File: config.mk
export PLATFORM = sky130hd
export DESIGN_NAME = base64_stream_decoder_flat
export DESIGN_NICKNAME = d
export VERILOG_FILES = /design/src/design/b64d_pkg.sv /design/src/design/b64d_if.sv /design/src/design/b64d_front.sv /design/src/design/b64d_fifo.sv /design/src/design/b64d_back.sv /design/src/design/base64_stream_decoder.sv /design/src/flat_wrapper.sv
export VERILOG_INCLUDE_DIRS = /design/src /design/src/design
export SDC_FILE = /design/constraint.sdc
export NUM_CORES = 1
export LEC_CHECK = 0
export ABC_AREA = 1
export BUFFER_PORTS_ARGS = -buffer_cell sky130_fd_sc_hd__buf_4
export CAP_MARGIN = 20
export CORE_MARGIN = 10
export CORE_UTILIZATION = 64
export DETAILED_ROUTE_END_ITERATION = 10
export GPL_TIMING_DRIVEN = 0
export PLACE_DENSITY = 0.82
export SLEW_MARGIN = 20
export SYNTH_ARGS = -nofsm -noshare
export SYNTH_HDL_FRONTEND = slang
export SYNTH_SLANG_ARGS = --single-unit
File: constraint.sdc
create_clock -name clk -period 5.7 [get_ports clk]
set_clock_uncertainty 0.2 [all_clocks]
set_input_delay 0 -clock clk [delete_from_list [all_inputs] [get_ports clk]]
set_output_delay 0 -clock clk [all_outputs]
set_load 0.05 [all_outputs]
File: src/design/assert_macros.svh
// Assertion macros shared by the decoder modules
`ifndef ASSERT_MACROS_SVH
`define ASSERT_MACROS_SVH

// Same-cycle implication, held off while reset is asserted
`define ASSERT_IMPLIES(label, clk, rst_n, ante, cons) \
    label: assert property (@(posedge clk) disable iff (!rst_n) (ante) |-> (cons)) \
        else $error("assertion failed");

// Next-cycle implication, held off while reset is asserted
`define ASSERT_NEXT(label, clk, rst_n, ante, cons) \
    label: assert property (@(posedge clk) disable iff (!rst_n) (ante) |=> (cons)) \
        else $error("assertion failed");

`endif

File: src/design/b64d_pkg.sv
package b64d_pkg;

    // Queue between classifier and serialiser (power of two)
    localparam int FIFO_DEPTH = 4;
    localparam int FIFO_AW    = $clog2(FIFO_DEPTH);
    localparam logic [FIFO_AW:0]   FIFO_FULL_COUNT = (FIFO_AW + 1)'(FIFO_DEPTH);
    localparam logic [FIFO_AW-1:0] FIFO_LAST_SLOT  = FIFO_AW'(FIFO_DEPTH - 1);

    typedef enum logic [1:0] {
        ST_OK      = 2'd0,
        ST_BADCHAR = 2'd1,
        ST_BADLEN  = 2'd2,
        ST_BADPAD  = 2'd3
    } status_t;

    typedef struct packed {
        logic       is_pad;
        logic       is_bad;
        logic [5:0] value;
    } sextet_t;

    // One queue entry: the bytes of a completed quartet and/or the final status
    typedef struct packed {
        logic [23:0] data;
        logic [1:0]  nbytes;
        logic        has_status;
        status_t     code;
    } entry_t;

    typedef struct packed {
        logic   push;
        entry_t entry;
    } push_t;

    typedef struct packed {
        logic   avail;
        entry_t entry;
    } head_t;

    // Map one character to its sextet, or flag padding / a bad code
    function automatic sextet_t sextet_of(input logic [7:0] c);
        sextet_t    s;
        logic [7:0] t;
        s = '0;
        t = '0;
        if (c inside {[8'h41:8'h5A]})           // upper case letters
        begin
            t = c - 8'h41;
            s.value = t[5:0];
        end
        else if (c inside {[8'h61:8'h7A]})      // lower case letters
        begin
            t = c - 8'h61 + 8'd26;
            s.value = t[5:0];
        end
        else if (c inside {[8'h30:8'h39]})      // digits
        begin
            t = c - 8'h30 + 8'd52;
            s.value = t[5:0];
        end
        else if (c == 8'h2B)                    // plus
        begin
            s.value = 6'd62;
        end
        else if (c == 8'h2F)                    // slash
        begin
            s.value = 6'd63;
        end
        else if (c == 8'h3D)                    // padding
        begin
            s.is_pad = 1'b1;
        end
        else
        begin
            s.is_bad = 1'b1;
        end
        return s;
    endfunction

endpackage

File: src/design/b64d_if.sv
// Input channel: one character per transaction
interface b64d_in_if;
    logic       valid;
    logic       ready;
    logic [7:0] char_code;
    logic       end_of_text;

    modport source (output valid, output char_code, output end_of_text, input ready);
    modport sink   (input valid, input char_code, input end_of_text, output ready);
endinterface

// Output channel: one data byte or the final status per transaction
interface b64d_out_if;
    logic       valid;
    logic       ready;
    logic [7:0] data_byte;
    logic       is_status;
    logic [1:0] status_code;
    logic       last_result;

    modport source (output valid, output data_byte, output is_status,
                    output status_code, output last_result, input ready);
    modport sink   (input valid, input data_byte, input is_status,
                    input status_code, input last_result, output ready);
endinterface

File: src/design/b64d_front.sv
`include "assert_macros.svh"

module b64d_front (
    input  logic            clk,
    input  logic            rst_n,
    b64d_in_if.sink         in_ch,
    input  logic            full,
    output b64d_pkg::push_t push_o
);
    import b64d_pkg::*;

    logic [1:0]  pos_reg, pos_next;
    logic [17:0] acc_reg, acc_next;
    logic [1:0]  pad_reg, pad_next;
    status_t     err_reg, err_next;

    logic        in_acc;
    logic        last;
    sextet_t     sx;
    logic [5:0]  value;
    status_t     err_mid, err_fin;
    logic [1:0]  pad_mid, pos_mid;
    logic [17:0] acc_mid;
    logic [23:0] word;
    logic [1:0]  nbytes;

    // Take a character whenever the queue has room
    assign in_ch.ready = !full;
    assign in_acc      = in_ch.valid && in_ch.ready;

    // Classify the character and advance the quartet
    always_comb
    begin
        last    = in_ch.end_of_text;
        sx      = sextet_of(in_ch.char_code);
        err_mid = err_reg;
        pad_mid = pad_reg;
        pos_mid = pos_reg;
        acc_mid = acc_reg;
        word    = '0;
        nbytes  = 2'd0;
        value   = sx.is_pad ? 6'd0 : sx.value;

        if (err_reg == ST_OK)
        begin
            if (sx.is_bad)
            begin
                err_mid = ST_BADCHAR;
            end
            else if (sx.is_pad)
            begin
                if (pos_reg < 2'd2 || (pos_reg == 2'd3 && !last))
                begin
                    err_mid = ST_BADPAD;
                end
                else
                begin
                    pad_mid = pad_reg + 2'd1;
                end
            end
            else if (pad_reg != 2'd0)
            begin
                err_mid = ST_BADPAD;
            end
        end

        if (err_mid == ST_OK)
        begin
            if (pos_reg != 2'd3)
            begin
                acc_mid = {acc_reg[11:0], value};
                pos_mid = pos_reg + 2'd1;
            end
            else
            begin
                word = {acc_reg, value};
                case (pad_mid)
                    2'd0:    nbytes = 2'd3;
                    2'd1:    nbytes = 2'd2;
                    default: nbytes = 2'd1;
                endcase
                pos_mid = 2'd0;
                acc_mid = '0;
                pad_mid = 2'd0;
            end
        end

        // Text ending mid-quartet is a length error unless one is already held
        err_fin = err_mid;
        if (err_mid == ST_OK && pos_mid != 2'd0)
        begin
            err_fin = ST_BADLEN;
        end

        push_o.push             = in_acc && (nbytes != 2'd0 || last);
        push_o.entry.data       = word;
        push_o.entry.nbytes     = nbytes;
        push_o.entry.has_status = last;
        push_o.entry.code       = last ? err_fin : ST_OK;

        pos_next = pos_reg;
        acc_next = acc_reg;
        pad_next = pad_reg;
        err_next = err_reg;
        if (in_acc)
        begin
            if (last)
            begin
                pos_next = 2'd0;
                acc_next = '0;
                pad_next = 2'd0;
                err_next = ST_OK;
            end
            else
            begin
                pos_next = pos_mid;
                acc_next = acc_mid;
                pad_next = pad_mid;
                err_next = err_mid;
            end
        end
    end

    // Hold quartet state between characters
    always_ff @(posedge clk or negedge rst_n)
    begin
        if (!rst_n)
        begin
            pos_reg <= 2'd0;
            acc_reg <= '0;
            pad_reg <= 2'd0;
            err_reg <= ST_OK;
        end
        else
        begin
            pos_reg <= pos_next;
            acc_reg <= acc_next;
            pad_reg <= pad_next;
            err_reg <= err_next;
        end
    end

    `ASSERT_IMPLIES(a_quiet_after_error, clk, rst_n, in_acc && err_reg != ST_OK && !in_ch.end_of_text, !push_o.push)
    `ASSERT_NEXT(a_clear_after_last, clk, rst_n, in_acc && in_ch.end_of_text, pos_reg == 2'd0 && pad_reg == 2'd0 && err_reg == ST_OK)

endmodule

File: src/design/b64d_fifo.sv
`include "assert_macros.svh"

module b64d_fifo (
    input  logic            clk,
    input  logic            rst_n,
    input  b64d_pkg::push_t push_i,
    input  logic            pop,
    output logic            full,
    output b64d_pkg::head_t head
);
    import b64d_pkg::*;

    entry_t               slot_reg [FIFO_DEPTH];
    logic [FIFO_AW-1:0]   wr_ptr_reg, wr_ptr_next;
    logic [FIFO_AW-1:0]   rd_ptr_reg, rd_ptr_next;
    logic [FIFO_AW:0]     count_reg, count_next;
    logic                 do_push, do_pop;

    assign full       = (count_reg == FIFO_FULL_COUNT);
    assign head.avail = (count_reg != '0);
    assign head.entry = slot_reg[rd_ptr_reg];
    assign do_push    = push_i.push && !full;
    assign do_pop     = pop && head.avail;

    // Advance pointers and occupancy
    always_comb
    begin
        wr_ptr_next = wr_ptr_reg;
        rd_ptr_next = rd_ptr_reg;
        count_next  = count_reg;
        if (do_push)
        begin
            wr_ptr_next = (wr_ptr_reg == FIFO_LAST_SLOT) ? '0 : wr_ptr_reg + 1'b1;
        end
        if (do_pop)
        begin
            rd_ptr_next = (rd_ptr_reg == FIFO_LAST_SLOT) ? '0 : rd_ptr_reg + 1'b1;
        end
        if (do_push && !do_pop)
        begin
            count_next = count_reg + 1'b1;
        end
        else if (!do_push && do_pop)
        begin
            count_next = count_reg - 1'b1;
        end
    end

    always_ff @(posedge clk or negedge rst_n)
    begin
        if (!rst_n)
        begin
            wr_ptr_reg <= '0;
            rd_ptr_reg <= '0;
            count_reg  <= '0;
        end
        else
        begin
            wr_ptr_reg <= wr_ptr_next;
            rd_ptr_reg <= rd_ptr_next;
            count_reg  <= count_next;
        end
    end

    // Store the entry
    always_ff @(posedge clk)
    begin
        if (do_push)
        begin
            slot_reg[wr_ptr_reg] <= push_i.entry;
        end
    end

    `ASSERT_IMPLIES(a_no_overflow, clk, rst_n, push_i.push, count_reg != FIFO_FULL_COUNT)

endmodule

File: src/design/b64d_back.sv
`include "assert_macros.svh"

module b64d_back (
    input  logic            clk,
    input  logic            rst_n,
    input  b64d_pkg::head_t head,
    output logic            pop,
    b64d_out_if.source      out_ch
);
    import b64d_pkg::*;

    entry_t      cur_reg, cur_next;
    logic        cur_valid_reg, cur_valid_next;
    logic [1:0]  idx_reg, idx_next;
    logic        out_valid_reg, out_valid_next;
    logic [7:0]  byte_reg, byte_next;
    logic        stat_reg, stat_next;
    status_t     code_reg, code_next;

    logic [2:0]  cur_total;
    logic        is_final;
    logic        load_out;
    logic [7:0]  sel_byte;

    assign cur_total = {1'b0, cur_reg.nbytes} + {2'b00, cur_reg.has_status};
    assign is_final  = ({1'b0, idx_reg} + 3'd1) == cur_total;
    assign load_out  = cur_valid_reg && (!out_valid_reg || out_ch.ready);

    // Pick the byte at the current position, high byte first
    always_comb
    begin
        case (idx_reg)
            2'd0:    sel_byte = cur_reg.data[23:16];
            2'd1:    sel_byte = cur_reg.data[15:8];
            2'd2:    sel_byte = cur_reg.data[7:0];
            default: sel_byte = 8'd0;
        endcase
    end

    // Serialise the current entry into the output register
    always_comb
    begin
        cur_next       = cur_reg;
        cur_valid_next = cur_valid_reg;
        idx_next       = idx_reg;
        out_valid_next = out_valid_reg && !out_ch.ready;
        byte_next      = byte_reg;
        stat_next      = stat_reg;
        code_next      = code_reg;
        pop            = 1'b0;

        if (load_out)
        begin
            out_valid_next = 1'b1;
            if ({1'b0, idx_reg} < {1'b0, cur_reg.nbytes})
            begin
                byte_next = sel_byte;
                stat_next = 1'b0;
                code_next = ST_OK;
            end
            else
            begin
                byte_next = 8'd0;
                stat_next = 1'b1;
                code_next = cur_reg.code;
            end

            if (is_final)
            begin
                pop            = head.avail;
                cur_valid_next = head.avail;
                cur_next       = head.entry;
                idx_next       = 2'd0;
            end
            else
            begin
                idx_next = idx_reg + 2'd1;
            end
        end
        else if (!cur_valid_reg && head.avail)
        begin
            pop            = 1'b1;
            cur_valid_next = 1'b1;
            cur_next       = head.entry;
            idx_next       = 2'd0;
        end
    end

    always_ff @(posedge clk or negedge rst_n)
    begin
        if (!rst_n)
        begin
            cur_valid_reg <= 1'b0;
            idx_reg       <= 2'd0;
            out_valid_reg <= 1'b0;
        end
        else
        begin
            cur_valid_reg <= cur_valid_next;
            idx_reg       <= idx_next;
            out_valid_reg <= out_valid_next;
        end
    end

    // Payload registers
    always_ff @(posedge clk)
    begin
        cur_reg  <= cur_next;
        byte_reg <= byte_next;
        stat_reg <= stat_next;
        code_reg <= code_next;
    end

    assign out_ch.valid       = out_valid_reg;
    assign out_ch.data_byte   = byte_reg;
    assign out_ch.is_status   = stat_reg;
    assign out_ch.status_code = code_reg;
    assign out_ch.last_result = stat_reg;

    `ASSERT_IMPLIES(a_entry_not_empty, clk, rst_n, cur_valid_reg, cur_total != 3'd0)
    `ASSERT_IMPLIES(a_index_in_range, clk, rst_n, cur_valid_reg, {1'b0, idx_reg} < cur_total)

endmodule

File: src/design/base64_stream_decoder.sv
// Channel  Role   Payload
// in_ch    sink   char_code[7:0], end_of_text
// out_ch   source data_byte[7:0], is_status, status_code[1:0], last_result
//
// One character is taken per cycle while the four-entry queue has room.
// Each completed quartet yields up to three bytes and the final character one
// status transaction; the output register sends one transaction per cycle while out_ch.ready is high.
// A result passes through the queue, the current-entry register and the output register before it is offered.
// Reset is asynchronous, active low, and needs no clearing pass.
// A stall on out_ch fills the queue, after which in_ch.ready drops.
module base64_stream_decoder (
    input  logic       clk,
    input  logic       rst_n,
    b64d_in_if.sink    in_ch,
    b64d_out_if.source out_ch
);
    import b64d_pkg::*;

    push_t push;
    head_t head;
    logic  full;
    logic  pop;

    b64d_front u_front (
        .clk    (clk),
        .rst_n  (rst_n),
        .in_ch  (in_ch),
        .full   (full),
        .push_o (push)
    );

    b64d_fifo u_fifo (
        .clk    (clk),
        .rst_n  (rst_n),
        .push_i (push),
        .pop    (pop),
        .full   (full),
        .head   (head)
    );

    b64d_back u_back (
        .clk    (clk),
        .rst_n  (rst_n),
        .head   (head),
        .pop    (pop),
        .out_ch (out_ch)
    );

endmodule

File: src/flat_wrapper.sv
// flat-port wrapper written by rule: the top's interface ports become plain ports
module base64_stream_decoder_flat import b64d_pkg::*;
  (clk, rst_n, in_ch_valid, in_ch_char_code, in_ch_end_of_text, in_ch_ready, out_ch_valid, out_ch_data_byte, out_ch_is_status, out_ch_status_code, out_ch_last_result, out_ch_ready);
  b64d_in_if in_ch_i ();
  b64d_out_if out_ch_i ();
  input  logic clk;
  input  logic rst_n;
  input wire logic [$bits(in_ch_i.valid)-1:0] in_ch_valid;
  input wire logic [$bits(in_ch_i.char_code)-1:0] in_ch_char_code;
  input wire logic [$bits(in_ch_i.end_of_text)-1:0] in_ch_end_of_text;
  output wire logic [$bits(in_ch_i.ready)-1:0] in_ch_ready;
  output wire logic [$bits(out_ch_i.valid)-1:0] out_ch_valid;
  output wire logic [$bits(out_ch_i.data_byte)-1:0] out_ch_data_byte;
  output wire logic [$bits(out_ch_i.is_status)-1:0] out_ch_is_status;
  output wire logic [$bits(out_ch_i.status_code)-1:0] out_ch_status_code;
  output wire logic [$bits(out_ch_i.last_result)-1:0] out_ch_last_result;
  input wire logic [$bits(out_ch_i.ready)-1:0] out_ch_ready;
  assign in_ch_i.valid = in_ch_valid;
  assign in_ch_i.char_code = in_ch_char_code;
  assign in_ch_i.end_of_text = in_ch_end_of_text;
  assign in_ch_ready = in_ch_i.ready;
  assign out_ch_valid = out_ch_i.valid;
  assign out_ch_data_byte = out_ch_i.data_byte;
  assign out_ch_is_status = out_ch_i.is_status;
  assign out_ch_status_code = out_ch_i.status_code;
  assign out_ch_last_result = out_ch_i.last_result;
  assign out_ch_i.ready = out_ch_ready;
  base64_stream_decoder u_core (.clk(clk), .rst_n(rst_n), .in_ch(in_ch_i), .out_ch(out_ch_i));
endmodule
==> impl_metrics.env <==
export IMPL_synthCells=781
export IMPL_worstMarginPinSlew_ns=0.657
export IMPL_outcome="complete, no violations"
export IMPL_drtPass1Iterations=9
export IMPL_slowest_delay_ns=0.44
export IMPL_clock_path_buffers=2
export IMPL_period_needed_ns=3.77
export IMPL_setup_tns_ns=0
export IMPL_grt_total_usage_pct=21.4
export IMPL_synthAdderAreaFrac_pct=3.73
export IMPL_grt_pass1_vias=5997
export IMPL_critPathCaptureType="flip-flop"
export IMPL_clockRootBuffer="clkbuf_16"
export IMPL_path_max_fanout=10
export IMPL_slew_limit_headroom_pct=56.0
export IMPL_drc=0
export IMPL_netlist_area_um2=8590
export IMPL_row_count=42
export IMPL_grt_pass1_wl_um=30500
export IMPL_synthXorXnorAreaFrac_pct=1.43
export IMPL_async_flop_share_pct=18.3
export IMPL_drt_iter0_markers=631
export IMPL_power_density_nw_per_um2=501
export IMPL_crit_buf_inv=4
export IMPL_rsz0062_at_grt="no"
export IMPL_synth_edf_count=156
export IMPL_synth_yosys_seq_area_share_pct=64.8
export IMPL_routedWlPerCell_um=18.6
export IMPL_hpwlAfterDp_um=13000
export IMPL_synth_warnings=0
export IMPL_crit_chain="ha_1 -> buf_2 -> inv_1 -> o21ai_0 -> nor2_1 -> nand3_1 -> nand2_4 -> nand3_4 -> nand2_4 -> nand3_1 -> inv_1 -> ha_1 -> inv_1 -> fa_1 -> a21oi_1 -> o21ai_0 -> xnor2_1"
export IMPL_vias_per_cell=5.88
export IMPL_p_leak_nw=3.80
export IMPL_synth_top_cell_area_share_pct=54.6
export IMPL_timing_hold_ws_ns=0.0518
export IMPL_cts_made_buffers=17
export IMPL_synth_top_family_by_area="simple AND/OR/NAND/NOR gates"
export IMPL_cp_arrival_ns=3.88
export IMPL_synth_area_per_cell_um2=11.0
export IMPL_fin_nets=877
export IMPL_grt_overflow=0
export IMPL_cp_start_kind="flip-flop"
export IMPL_synth_area_leader_cell="edfxtp_1"
export IMPL_syn_num_nets=819
export IMPL_synth_compound_area_share_pct=9.91
export IMPL_core_area_um2=13200
export IMPL_vias=6038
export IMPL_die_h_um=136
export IMPL_ant_nets=0
export IMPL_drive_gt1_share_pct=12.8
export IMPL_wl_um=19100
export IMPL_yosys_register_bits=191
export IMPL_peakVddDrop_mv=0.300
export IMPL_io_pins=27
export IMPL_total_power_mw=4.92
export IMPL_crit_slowest_cell="fa_1"
export IMPL_synthMuxAreaShare_pct=0.131
export IMPL_max_freq_mhz=265
export IMPL_utilization_pct=74.4
export IMPL_cts_sinks=191
export IMPL_hold_path_class="input pin to flip-flop"
export IMPL_io_buffers=25
export IMPL_critical_path_most_common_cell="inv_1"
export IMPL_syn_to_final_growth_pct=14.3
export IMPL_diodes=0
export IMPL_ys_types=33
export IMPL_fin_crit_sh_pct=66.1
export IMPL_synthSimpleGateAreaFrac_pct=15.3
export IMPL_clkTransAtPathRegs_ns=0.06
export IMPL_ys_flop_type="edfxtp_1"
export IMPL_tritoncts="built"
export IMPL_htreeDepth=4
export IMPL_largest_reg_flops=116
export IMPL_max_cap_violations=0
export IMPL_cts_setup_buffers=0
export IMPL_die_area_um2=18400
export IMPL_worst_setup_path_type="flip-flop to flip-flop"
export IMPL_cp_required_ns=5.81
export IMPL_die_w_um=136
export IMPL_clk_latency_ns=0.43
export IMPL_grt_antenna_before_repair=0
export IMPL_synthTopCellsByArea="edfxtp_1 (55%), dfrtp_1 (10%), nand2_1 (5.5%), nor2_1 (5.1%), o21ai_0 (4.5%)"
export IMPL_setup_viol=0
export IMPL_path_delay_family="simple AND/OR/NAND/NOR gates"
export IMPL_hold_viol_final=0
export IMPL_place_gp_congestion=0.865
export IMPL_drv_slew=0
export IMPL_grt_max_degree=36
export IMPL_initial_core_util_pct=65.1
[final cells by class]
type | count | area (um2)
Buffer | 33 | 159
Clock buffer | 21 | 440
Clock inverter | 10 | 138
Fill cell | 827 | 3370
Inverter | 65 | 244
Multi-Input combinational cell | 492 | 2660
Sequential cell | 191 | 5560
Tap cell | 176 | 220
Timing Repair Buffer | 39 | 400
[repair_timing]
item / in CTS / in global routing
hold endpoints to repair: 70 / 0
setup endpoints to repair: 0 / 0
gates resized for setup: 0 / 0
hold buffers: 10 / 0
[placed cells by master, fill, tap and decap left out, types with 4 or more instances in the layout]
master / synthesis / layout
clkbuf_16: 0 / 17
nor2_4: 1 / 5
buf_4: 2 / 27
nand2_1: 125 / 124
xor2_1: 11 / 11
nand2_2: 7 / 8
nor2_1: 117 / 113
o21ai_0: 77 / 77
nand2_4: 5 / 5
nand3_1: 36 / 36
inv_1: 61 / 61
a31oi_1: 8 / 8
o21ai_2: 18 / 18
a21oi_1: 11 / 11
inv_2: 4 / 4
dlygate4sd3_1: 0 / 9
clkbuf_1: 21 / 25
o22ai_1: 31 / 31
dfrtp_1: 35 / 35
nand4_1: 6 / 6
edfxtp_1: 156 / 156
ha_1: 24 / 24
[tightest hold or removal path, delay by kind of cell]
kind                      cells  cell delay [ns]
AOI/OAI and AO/OA             1             0.13
buffers and inverters         2             0.26
and+or+nand+nor               2             0.17
xor gates and xnor gates      1             0.09
[layer usage]
metal	track usage (%)	part of all wire (%)	routed length (um)	vias to the layer above
met1	24.7	38	7170	2859
met3	5.65	8.3	1590	42
met4	8.73	2.1	398	0
met2	37.2	52	9940	329
li1	-	-	-	2808
met5	0	0	0	-
[cell usage after synthesis (5+ instances only)]
master	number
o21ai_2	18
clkbuf_1	21
o22ai_1	31
nand2_1	125
edfxtp_1	156
nand2_4	5
o21ai_0	77
a31oi_1	8
nand2_2	7
inv_1	61
nor2_1	117
a21oi_1	11
ha_1	24
nand3_1	36
xor2_1	11
dfrtp_1	35
nand4_1	6
[per-stage QoR]
step	std cells	setup slack [ns]	area (um2)
2_1_floorplan	781	2.22	8590
3_3_place_gp	982	0.966	8990
3_5_place_dp	986	1.85	9130
4_1_cts	1027	1.97	9810
5_1_grt	1027	1.69	9820
6_report	1027	1.93	9820
[power by group]
group	switching (mW)	internal (mW)
logic	1.16	0.503
clock network	0.491	0.687
registers	0.160	1.93
[path summary, 6_finish.rpt]
kind / startpoint / to / slack, ns / cells past startpoint
setup / recovery: u_core.u_front.pos_reg[0] / u_core.u_fifo.count_reg[2] / 1.93 / 17
hold / removal: in_ch_char_code[3] / u_core.u_front.acc_reg[3] / 0.05 / 6
setup reg to reg: u_core.u_front.pos_reg[0] / u_core.u_fifo.count_reg[2] / 1.93 / 17
hold reg to reg: u_core.u_front.acc_reg[13] / u_core.u_front.acc_reg[13] / 0.30 / 2
max in group asynchronous: rst_n / u_core.u_front.acc_reg[13] / 4.70 / 4
min in group asynchronous: rst_n / u_core.u_front.pos_reg[0] / 0.40 / 4
[cell families (layout without fill, tap and decap cells)]
kind of cell    Yosys count  after routing
buf+inv                  98            168
simple gates            306            306
flops                   191            191
mux                       1              1
xor+xnor                 14             14
compound gates          146            146
fa+ha+maj                25             25
No activity file was read; power rests on OpenSTA's default activity.
